--- config.mk ---
export PLATFORM = sky130hd
export DESIGN_NAME = pcx_placer
export DESIGN_NICKNAME = d
export VERILOG_FILES = /design/src/rtl/pcx_pkg.sv /design/src/rtl/pcx_placer.sv
export SDC_FILE = /design/constraint.sdc
export NUM_CORES = 1
export LEC_CHECK = 0
export BUFFER_PORTS_ARGS = -buffer_cell sky130_fd_sc_hd__buf_2
export CORE_ASPECT_RATIO = 0.7
export CORE_UTILIZATION = 57
export DETAILED_ROUTE_END_ITERATION = 10
export PLACE_DENSITY = 0.93
export SLEW_MARGIN = 20
export SYNTH_ARGS = -nofsm -noshare
export SYNTH_HDL_FRONTEND = slang
export SYNTH_SLANG_ARGS = --single-unit
--- constraint.sdc ---
create_clock -name vclk -period 13
set_clock_uncertainty 0.2 [all_clocks]
set_input_delay 3.9 -clock vclk [all_inputs]
set_output_delay 3.9 -clock vclk [all_outputs]
set_load 0.02 [all_outputs]
--- src/rtl/pcx_pkg.sv ---
// Shared types and constants for the RLE palette expander.
// No dependencies; imported by the placer and the top level.
package pcx_pkg;

  localparam int PAL_ENTRIES = 256;
  localparam int MAX_DIMENSION = 4096;
  localparam int DIM_W = 13;  // config register width
  localparam int COL_W = 12;  // column / row output width
  localparam int ROW_W = 13;  // row counter, can reach the height itself

  localparam logic [7:0] RUN_MARK = 8'hC0;
  localparam logic [7:0] RUN_LEN_MASK = 8'h3F;
  localparam logic [7:0] ALPHA_OPAQUE = 8'd255;
  localparam logic [7:0] GLASS_LIMIT = 8'd16;
  localparam logic [7:0] GLASS_ALPHA_BASE = 8'd50;
  localparam logic [7:0] GLASS_ALPHA_STEP = 8'd6;
  localparam logic [7:0] GLASS_RED = 8'd200;
  localparam logic [7:0] GLASS_GREEN = 8'd220;
  localparam logic [7:0] GLASS_BLUE = 8'd245;

  typedef enum logic [1:0] {
    CMD_PAL_WRITE = 2'd0,
    CMD_START     = 2'd1,
    CMD_DATA      = 2'd2
  } cmd_t;

  localparam logic [1:0] REG_WIDTH  = 2'd0;
  localparam logic [1:0] REG_STRIDE = 2'd1;
  localparam logic [1:0] REG_HEIGHT = 2'd2;
  localparam logic [1:0] REG_GLASS  = 2'd3;

  typedef struct packed {
    logic [COL_W-1:0] col;
    logic [ROW_W-1:0] row;
  } pos_t;

  typedef struct packed {
    logic [DIM_W-1:0] width;   // clamped to MAX_DIMENSION
    logic [DIM_W-1:0] stride;  // clamped to 1..MAX_DIMENSION
    logic [DIM_W-1:0] height;  // clamped to 1..MAX_DIMENSION
  } dims_t;

  typedef struct packed {
    pos_t             pos_nxt;
    logic             full_nxt;
    logic             emit;
    logic [COL_W-1:0] pix_col;
    logic [COL_W-1:0] pix_row;
    logic             done;
  } plc_res_t;

endpackage

--- src/rtl/pcx_placer.sv ---
// Position logic for one decoded index: line wrap, visibility, end of image.
// Depends on pcx_pkg.
module pcx_placer
  import pcx_pkg::*;
(
  input  pos_t     pos,
  input  dims_t    dims,
  output plc_res_t res
);

  logic             wrap0;
  logic [COL_W-1:0] col0;
  logic [ROW_W-1:0] row0;
  logic [ROW_W-1:0] row0_inc;
  logic             dead;
  logic [DIM_W-1:0] col1;
  logic             wrap1;
  logic [DIM_W-1:0] vis_cols;
  logic [DIM_W-1:0] last_col;

  always_comb begin
    // a stride shrunk mid-image can leave the column past the line end
    wrap0    = {1'b0, pos.col} >= dims.stride;
    col0     = wrap0 ? '0 : pos.col;
    row0     = wrap0 ? pos.row + ROW_W'(1) : pos.row;
    dead     = row0 >= dims.height;
    col1     = {1'b0, col0} + DIM_W'(1);
    wrap1    = col1 >= dims.stride;
    row0_inc = row0 + ROW_W'(1);
    vis_cols = (dims.width < dims.stride) ? dims.width : dims.stride;
    last_col = vis_cols - DIM_W'(1);

    res.emit    = !dead && ({1'b0, col0} < dims.width);
    res.pix_col = col0;
    res.pix_row = row0[COL_W-1:0];
    res.done    = (row0 == dims.height - ROW_W'(1)) && ({1'b0, col0} == last_col);

    if (dead) begin
      res.pos_nxt.col = col0;
      res.pos_nxt.row = row0;
      res.full_nxt    = 1'b1;
    end else if (wrap1) begin
      res.pos_nxt.col = '0;
      res.pos_nxt.row = row0_inc;
      res.full_nxt    = row0_inc >= dims.height;
    end else begin
      res.pos_nxt.col = col1[COL_W-1:0];
      res.pos_nxt.row = row0;
      res.full_nxt    = 1'b0;
    end
  end

endmodule

**After elaboration in Yosys (flattened, before gate mapping)**

Index checks and enable logic that the tools add are counted.

- Bits in registers: 0
- Latch bits: 0
- RAM bits: 0
- Bits in read-only memories: 0
- Output and inout bits: 52
- Logic and storage cells: 21
- Memories: 0

- Add/sub/neg operators: 5
- Multiply operators: 0
- Divide/modulo/power cells: 0
- $lt $le $gt $ge: 6
- Equal/unequal tests: 2
- Shift-type cells: 0
- Muxes and demuxes: 5
- Bitwise gates (word level): 0
- Reductions and logical operators: 3

Operators by type and width:

| operator | count |
|---|---|
| $mux W26 | 2 |
| $ge A13 B13 Y1 | 3 |
| $add A13 B1 Y13 const B | 2 |
| $mux W13 | 2 |
| $sub A13 B1 Y13 const B | 2 |
| $add A12 B1 Y13 const B | 1 |
| $eq A12 B13 Y1 | 1 |
| $eq A13 B13 Y1 | 1 |
| $ge A12 B13 Y1 | 1 |
| $lt A12 B13 Y1 | 1 |
| $lt A13 B13 Y1 | 1 |
| $mux W12 | 1 |
| $logic_and A1 B1 Y1 | 2 |
| $logic_not A1 Y1 | 1 |

**Depth between registers and ports, before layout**

Gate-level depths: netlist of run 1.

- Depth after elaboration: 6
- Depth in mapped cells: 23
- Mapped depth without buffers: 20

**Worst setup path before layout of run 1**

No wires, ideal clock.

- Path kind: in2out
- Start point: input dims[23] (netlist bit)
- End point: output res[47] (netlist bit)
- Data arrival time: 8.428 ns
- Data required time: 8.900 ns
- Path slack: 0.472 ns
- Stages: 23
- Path buffers: 3
- Cell sequence: inv_1 ha_1 a211oi_2 o32ai_2 or2_4 nor2_2 buf_4 nand2_1 inv_1 ha_1 and3_1 and3_1 and4_1 xnor2_1 ha_1 a21o_1 a21o_1 a221o_1 clkbuf_1 nor2_1 clkbuf_1 nand3_1 o21ai_1

RTL lines:

| element | line | source |
|---|---|---|
| from (decl) | pcx_placer.sv:7 | `input dims_t dims,` |
| to (decl) | pcx_placer.sv:8 | `output plc_res_t res` |

==> results.cfg, run 1 <==
[job]
cap_violations = 0

[detailed_routing]
drtIter0Drc = 527
ant_nets = 0
wl_per_cell_um = 18.6
finalWirelength_um = 14900
met2_length_um = 6060
routed-via-count = 5148
viasPerCell = 6.41
wirelength_met1_um = 6540
drcViolationCount = 0
firstDrtPassIters = 6
met3_wirelength_um = 2040
top_layer_used = met4

[synth]
synth_nets = 737
avgSynthCellArea_um2 = 7.28
ys_types = 71
netlist_top_cells_area = ha_1, xnor2_1, inv_1
synth_top_cell_area_share_pct = 22.9
postSynthCellCount = 594
yosys_warnings = 0
ys_seq_area_share_pct = 0
yosys.area.top_type = ha_1
syn_area_um2 = 4320

[layout]
final_common_cell = buf_2
drive_gt1_share_pct = 22.8
fin_nets = 850
n_clock_buffer = 0
syn_to_final_growth_pct = 16.6
n_antenna_cell = 0
design.seq.count = 0
register_area_um2 = 0
num-fill-cells = 617
multi_input_area_um2 = 4040
most-common-layout-cells = buf_2, ha_1, inv_1

[placement]
portBuffers = 116
place.gp.congestion = 1.00
pre_cts_ws_ns = 0.227
hpwl_um = 12800

[setup_path]
startpoint = dims[23]
end_kind = output port
worstSetupStartpointType = primary input
worstPathRequired_ns = 8.90
path_max_fanout = 10
crit_family = simple AND/OR/NAND/NOR gates
slowest_stage = o32ai_2
arrival_ns = 8.65
cp.buffers_inverters = 4
worstPathCellList = buf_2 > inv_1 > ha_1 > a211oi_2 > o32ai_2 > or2_4 > nor2_2 > nand2_1 > inv_1 > ha_1 > and3_1 > and3_1 > and4_1 > and3_1 > ha_1 > nand4_1 > nor2_1 > a221o_1 > nor2b_2 > nand4_1 > xnor2_1 > buf_2
crit_path_max_incr_delay_ns = 0.48
setup.worst_path.class = primary input to output port

[floorplanning]
rows = 26
initial_utilization_pct = 59.0
die_x_um = 106
die_area_um2 = 7940
die_height_um = 74.9
io_pins = 116
fp.coreArea_um2 = 7320

[power]
total_power_w = 0.000243
power_frac_comb_pct = 100.0
p_leak_nw = 2.49
p_int_w = 0.0000934
pwr-share-seq_pct = 0
p_switching_w = 0.000150
p_sw_share_pct = 61.6
powerDensity_nw_per_um2 = 48.3
clockPowerShare_pct = 0
ir_worst_vdd_v = 0.0000402

[sta]
drv_slew = 0
hold_viol_final = 0
fin_ws_ns = 0.251
post-route-period-util_pct = 98.1
worst_pin_slew_ns = 0.946
setup_viol = 0
worst_slew_margin_rel_pct = 36.3
rsz0062_at_grt = false
fin_crit_ns = 12.75
tns_ns = 0
max_freq_mhz = 78.4

[global_route]
track_usage_pct = 35.8
antenna_found_initial = 0
grt_overflow = 0
grt_pass1_vias = 4502
grt_pass1_wl_um = 22400
grt_start_max_net_pins = 18

[run_status]
status = finished, final reports clean

[worst_hold_path]
min_from = pos[10]
min_path_type = primary input to output port

[clocking]
hold_buffers = 0
==> through the flow <==
step           hold slack, ns  util (%)  std cells  cell area, um2
2_1_floorplan            7.71         -        594            4320
3_5_place_dp             8.05      68.4        803            5010
5_1_grt                  8.09      68.8        803            5040
3_3_place_gp             8.05      68.4        803            5010
6_report                 8.07      68.8        803            5040
4_1_cts                  8.06      68.4        803            5010
==> repair_timing <==
item,CTS,global route
gates resized for setup,0,5
endpoints found under the hold margin,0,0
setup endpoints to repair,0,19
setup buffers,0,0
==> Yosys cell counts, types with 9 or more instances <==
| master | instances |
|---|---|
| nor2_1 | 52 |
| ha_1 | 79 |
| mux2i_1 | 15 |
| and3_1 | 9 |
| nand2_1 | 40 |
| a21oi_1 | 23 |
| nor3_1 | 17 |
| o21ai_0 | 15 |
| xnor2_1 | 60 |
| a21o_1 | 14 |
| nand3_1 | 31 |
| nand4_1 | 17 |
| inv_1 | 59 |
| xor2_1 | 16 |
==> final timing paths <==
path	cells after the start	end	slack, ns
setup / recovery	22	res[31]	0.25
hold / removal	3	res[11]	8.07
==> layer usage <==
layer / track usage [%] / vias to the layer above
met1: 52.8 / 2365
met2: 54.1 / 376
met5: 0 / -
li1: - / 2367
met4: 6.48 / 0
met3: 6.93 / 40
==> power groups by stage <==
stage	registers, W	clock network, W	logic (W)
floorplan	0	0	0.000160
detailed placement	0	0	0.000233
finish	0	0	0.000243
global route	0	0	0.000260
CTS	0	0	0.000235
global placement	0	0	0.000227
==> final cells by class <==
class                           instances  area share [%]
Multi-Input combinational cell        520            80.2
Inverter                               60            4.47
Tap cell                               98            2.43
Timing Repair Buffer                  125            12.9
==> cell families (layout without fill, tap and decap cells) <==
family / after synthesis / in the layout / synth area share (%)
XOR/XNOR: 81 / 81 / 17.8
adder cells (fa/ha/maj): 79 / 79 / 22.9
AND/OR/NAND/NOR: 224 / 224 / 28.1
buffers and inverters: 74 / 185 / 7.12
AO/OA/AOI/OAI: 117 / 117 / 19.3
multiplexers: 19 / 19 / 4.78
Power figures use the tool's default switching activity.
==> run 2, diff against run 1 <==
PLACE_DENSITY = 0.82   (was 0.93)
==> run 2 against run 1 <==
Flip-flop and latch count did not move; power is 0.24% higher; hold slack got worse by 0.014 ns; highest routed layer unchanged.
==> results.cfg, run 2 (synthesis results as in run 1) <==
[layout]
syn_to_final_growth_pct = 16.4
stdcell_area_um2 = 5030
final_common_cell = buf_2
fin_cells = 803
design.seq.count = 0
register_area_um2 = 0
fin_nets = 850
most-common-layout-cells = buf_2, ha_1, inv_1, xnor2_1, nor2_1
n_clock_buffer = 0
drive_gt1_share_pct = 22.6
final_util_pct = 68.7
n_antenna_cell = 0

[global_route]
grt_pass1_wl_um = 23000
grt_pass1_vias = 4405
track_usage_pct = 37.1
antenna_found_initial = 0
grt_start_max_net_pins = 17
grt_overflow = 0

[power]
ir_worst_vdd_v = 0.0000323
power_frac_comb_pct = 100.0
pwr-share-seq_pct = 0
p_sw_share_pct = 61.4
clockPowerShare_pct = 0
p_leak_nw = 2.48
powerDensity_nw_per_um2 = 48.5
p_int_w = 0.0000941
p_switching_w = 0.000150

[worst_hold_path]
min_delay_path_depth = 3
min_path_type = primary input to output port
whs_endpoint = res[11]
min_from = pos[10]

[placement]
portBuffers = 116
pre_cts_ws_ns = 0.146
hpwl_um = 12900
place.gp.congestion = 1.07
dpl.cell_count = 803
post_dp_cell_area_um2 = 5010

[detailed_routing]
routed-via-count = 5026
wl_per_cell_um = 18.8
ant_nets = 0
finalWirelength_um = 15100
viasPerCell = 6.26
firstDrtPassIters = 5
drtIter0Drc = 698
drcViolationCount = 0

[sta]
setup_viol = 0
post-route-period-util_pct = 98.0
fin_ws_ns = 0.259
whs_ns = 8.05
max_freq_mhz = 78.5
rsz0062_at_grt = true
drv_slew = 0
worst_pin_slew_ns = 0.870
worst_slew_margin_rel_pct = 41.5
hold_viol_final = 0
fin_crit_ns = 12.74

[setup_path]
arrival_ns = 8.64
end_kind = output port
worstSetupStartpointType = primary input
worstPathRequired_ns = 8.90
setup.worst_path.class = primary input to output port
path_max_fanout = 14

[floorplanning]
initial_utilization_pct = 59.0
die_area_um2 = 7940
fp.coreArea_um2 = 7320
die_height_um = 74.9
io_pins = 116
die_x_um = 106
rows = 26

[clocking]
postCtsSetupBuffers = 0

[run_status]
status = finished, final reports clean

[job]
cap_violations = 0
==> run 2: critical path: stages <==
cell	delay (ns)
buf_2	0.14
inv_1	0.11
ha_1	0.37
a211oi_2	0.10
o32ai_2	0.44
or2_4	0.24
nor2_2	0.05
buf_4	0.20
xnor2_1	0.28
ha_1	0.38
nor3b_4	0.35
nand3_1	0.28
nor3_1	0.34
xnor2_1	0.10
ha_1	0.32
nand3_1	0.20
o41ai_1	0.42
a21o_1	0.14
a21o_1	0.12
buf_2	0.15
==> run 2: area by class of cell <==
cell class	instances	area, um2
Timing Repair Buffer	125	648
Multi-Input combinational cell	520	4040
Tap cell	98	123
Fill cell	672	2290
Inverter	60	225
==> run 2: power groups by stage <==
stage	registers (W)	logic, W	clock network (W)
6_report	0	0.000244	0
3_3_place_gp	0	0.000230	0
4_1_cts	0	0.000237	0
3_5_place_dp	0	0.000236	0
5_1_grt	0	0.000263	0
2_1_floorplan	0	0.000160	0
==> run 2: how the worst max path moves through the flow <==
stage                     startpoint      end  slack [ns]  depth (start not counted)
after floorplan             dims[23]  res[47]        0.47                         23
after global placement      dims[23]  res[26]        0.21                         20
after detailed placement    dims[23]  res[26]        0.15                         20
after CTS                   dims[23]  res[26]        0.13                         20
after global routing        dims[23]  res[32]      -0.007                         19
final                       dims[23]  res[26]        0.26                         20
==> run 2: per-stage QoR <==
stage / total power [W] / setup TNS (ns)
after floorplan: 0.000160 / 0
after global placement: 0.000230 / 0
after detailed placement: 0.000236 / 0
after CTS: 0.000237 / 0
after global routing: 0.000263 / -0.00740
final: 0.000244 / 0
==> run 2: layer usage <==
layer | vias to the layer above | routed length (um) | global-route usage [%]
li1 | 2376 | - | -
met3 | 29 | 2070 | 8.05
met1 | 2297 | 7050 | 57.3
met4 | 0 | 131 | 2.78
met2 | 324 | 5840 | 53.7
met5 | - | 0 | 0
==> run 2: repair_timing <==
| item | 4_1_cts | 5_1_grt |
|---|---|---|
| endpoints found under the hold margin | 0 | 0 |
| setup endpoints to repair | 0 | 7 |
| hold buffers | 0 | 0 |
| gates resized for setup | 0 | 4 |
==> run 3, diff against run 2 <==
CORE_UTILIZATION = 60   (was 57)
PLACE_DENSITY = 0.85   (was 0.82)
SLEW_MARGIN = not set   (was 20)
clock period = 16.4 ns   (was 13 ns; I/O delays follow)
==> run 3 against run 2 <==
Final cell count fell by 1.1%; flip-flop and latch count unchanged; hold slack better by 2.0 ns; non-clock buffer count down 5; routed wire length is 0.17% lower; utilization increased by 3.8 points; setup slack improved by 0.74 ns; global-route usage grew 2.8 points; combinational power fell by 22%; die area down 4.9%; highest routed layer unchanged.
==> results.cfg, run 3 (synthesis results as in run 1) <==
[placement]
pre_cts_ws_ns = 1.12
hpwl_um = 12900
portBuffers = 116
post_dp_cell_area_um2 = 4970
place.gp.congestion = 1.01

[detailed_routing]
wl_per_cell_um = 19.0
ant_nets = 0
viasPerCell = 6.28
drtIter0Drc = 400
finalWirelength_um = 15100
firstDrtPassIters = 5
routed-via-count = 4989
drcViolationCount = 0

[clocking]
ctsResizeCount = 0
hold_buffers = 0
postCtsSetupBuffers = 0

[setup_path]
path_max_fanout = 15
cp.buffers_inverters = 4
setup.worst_path.class = primary input to output port
slowest_stage = a221o_1
worstSetupPathDepth = 21
crit_path_max_incr_delay_ns = 0.50
worstSetupStartpointType = primary input
startpoint = dims[23]
end_kind = output port
crit_top_cell = ha_1
worstPathRequired_ns = 11.28
arrival_ns = 10.29
endpoint = res[32]
worstPathCellList = buf_2 > inv_1 > ha_1 > a211oi_2 > o32ai_2 > or2_4 > nor2_2 > nand2_1 > inv_1 > ha_1 > and3_1 > and3_1 > and4_1 > xnor2_1 > ha_1 > a21o_1 > a21o_1 > a221o_1 > nand3_1 > mux2_2 > buf_2
crit_family = simple AND/OR/NAND/NOR gates

[layout]
stdcell_area_um2 = 4970
multi_input_area_um2 = 4010
n_clock_buffer = 0
drive_gt1_share_pct = 21.6
num-fill-cells = 577
design.seq.count = 0
syn_to_final_growth_pct = 14.9
fin_nets = 845
n_antenna_cell = 0
final_common_cell = buf_2
most-common-layout-cells = buf_2, ha_1, xnor2_1
register_area_um2 = 0

[sta]
rsz0062_at_grt = false
drv_slew = 0
hold_viol_final = 0
setup_viol = 0
worst_slew_margin_rel_pct = 22.6
max_freq_mhz = 64.9
fin_ws_ns = 0.995
tns_ns = 0
fin_crit_ns = 15.41
worst_pin_slew_ns = 1.15
post-route-period-util_pct = 93.9

[floorplanning]
io_pins = 116
rows = 25
die_area_um2 = 7550
die_height_um = 73.0
die_x_um = 103
fp.coreArea_um2 = 6850
initial_utilization_pct = 63.1

[global_route]
grt_overflow = 0
track_usage_pct = 39.8
grt_pass1_wl_um = 22900
grt_pass1_vias = 4443
grt_start_max_net_pins = 22
antenna_found_initial = 0

[run_status]
status = finished, final reports clean

[power]
powerDensity_nw_per_um2 = 38.2
ir_worst_vdd_v = 0.0000248
p_leak_nw = 2.45

[job]
cap_violations = 0

[worst_hold_path]
min_path_type = primary input to output port
-- run 3: cell count changes in the layout (fill, tap and decap cells not counted), sizes merged --
cell,delta
buf,-5
-- run 3: power breakdown --
| part | switching, W | internal [W] | leakage (nW) |
|---|---|---|---|
| sequential | 0 | 0 | 0 |
| clock | 0 | 0 | 0 |
| combinational | 0.000117 | 0.0000726 | 2.45 |
-- run 3: worst min-delay path by stage --
stage,startpoint,endpoint,depth (start not counted)
after global placement,pos[10],res[11],3
after CTS,pos[10],res[11],3
after floorplan,pos[10],res[11],1
after detailed placement,pos[10],res[11],3
final,pos[10],res[11],3
after global routing,pos[10],res[11],3
-- run 3: area by class of cell --
cell class / count / share of cell area [%]
inverters: 60 / 4.53
well taps: 94 / 2.37
multi-input cells: 520 / 80.8
repair buffers: 120 / 12.3
-- run 3: per-stage QoR --
stage / total power, W / hold slack (ns) / util (%) / instances
floorplan: 0.000127 / 9.75 / - / 594
global placement: 0.000179 / 10.09 / 72.5 / 794
detailed placement: 0.000184 / 10.09 / 72.5 / 794
CTS: 0.000185 / 10.10 / 72.5 / 794
global route: 0.000205 / 10.12 / 72.5 / 794
finish: 0.000190 / 10.09 / 72.5 / 794
-- run 3: routing by layer --
| metal | global-route usage [%] | part of all wire (%) | vias up | wire length (um) |
|---|---|---|---|---|
| li1 | - | - | 2359 | - |
| met1 | 62.8 | 47 | 2298 | 7010 |
| met2 | 55.0 | 39 | 320 | 5890 |
| met3 | 9.39 | 14 | 12 | 2100 |
| met4 | 3.29 | 0.46 | 0 | 69 |
| met5 | 0 | 0 | - | 0 |
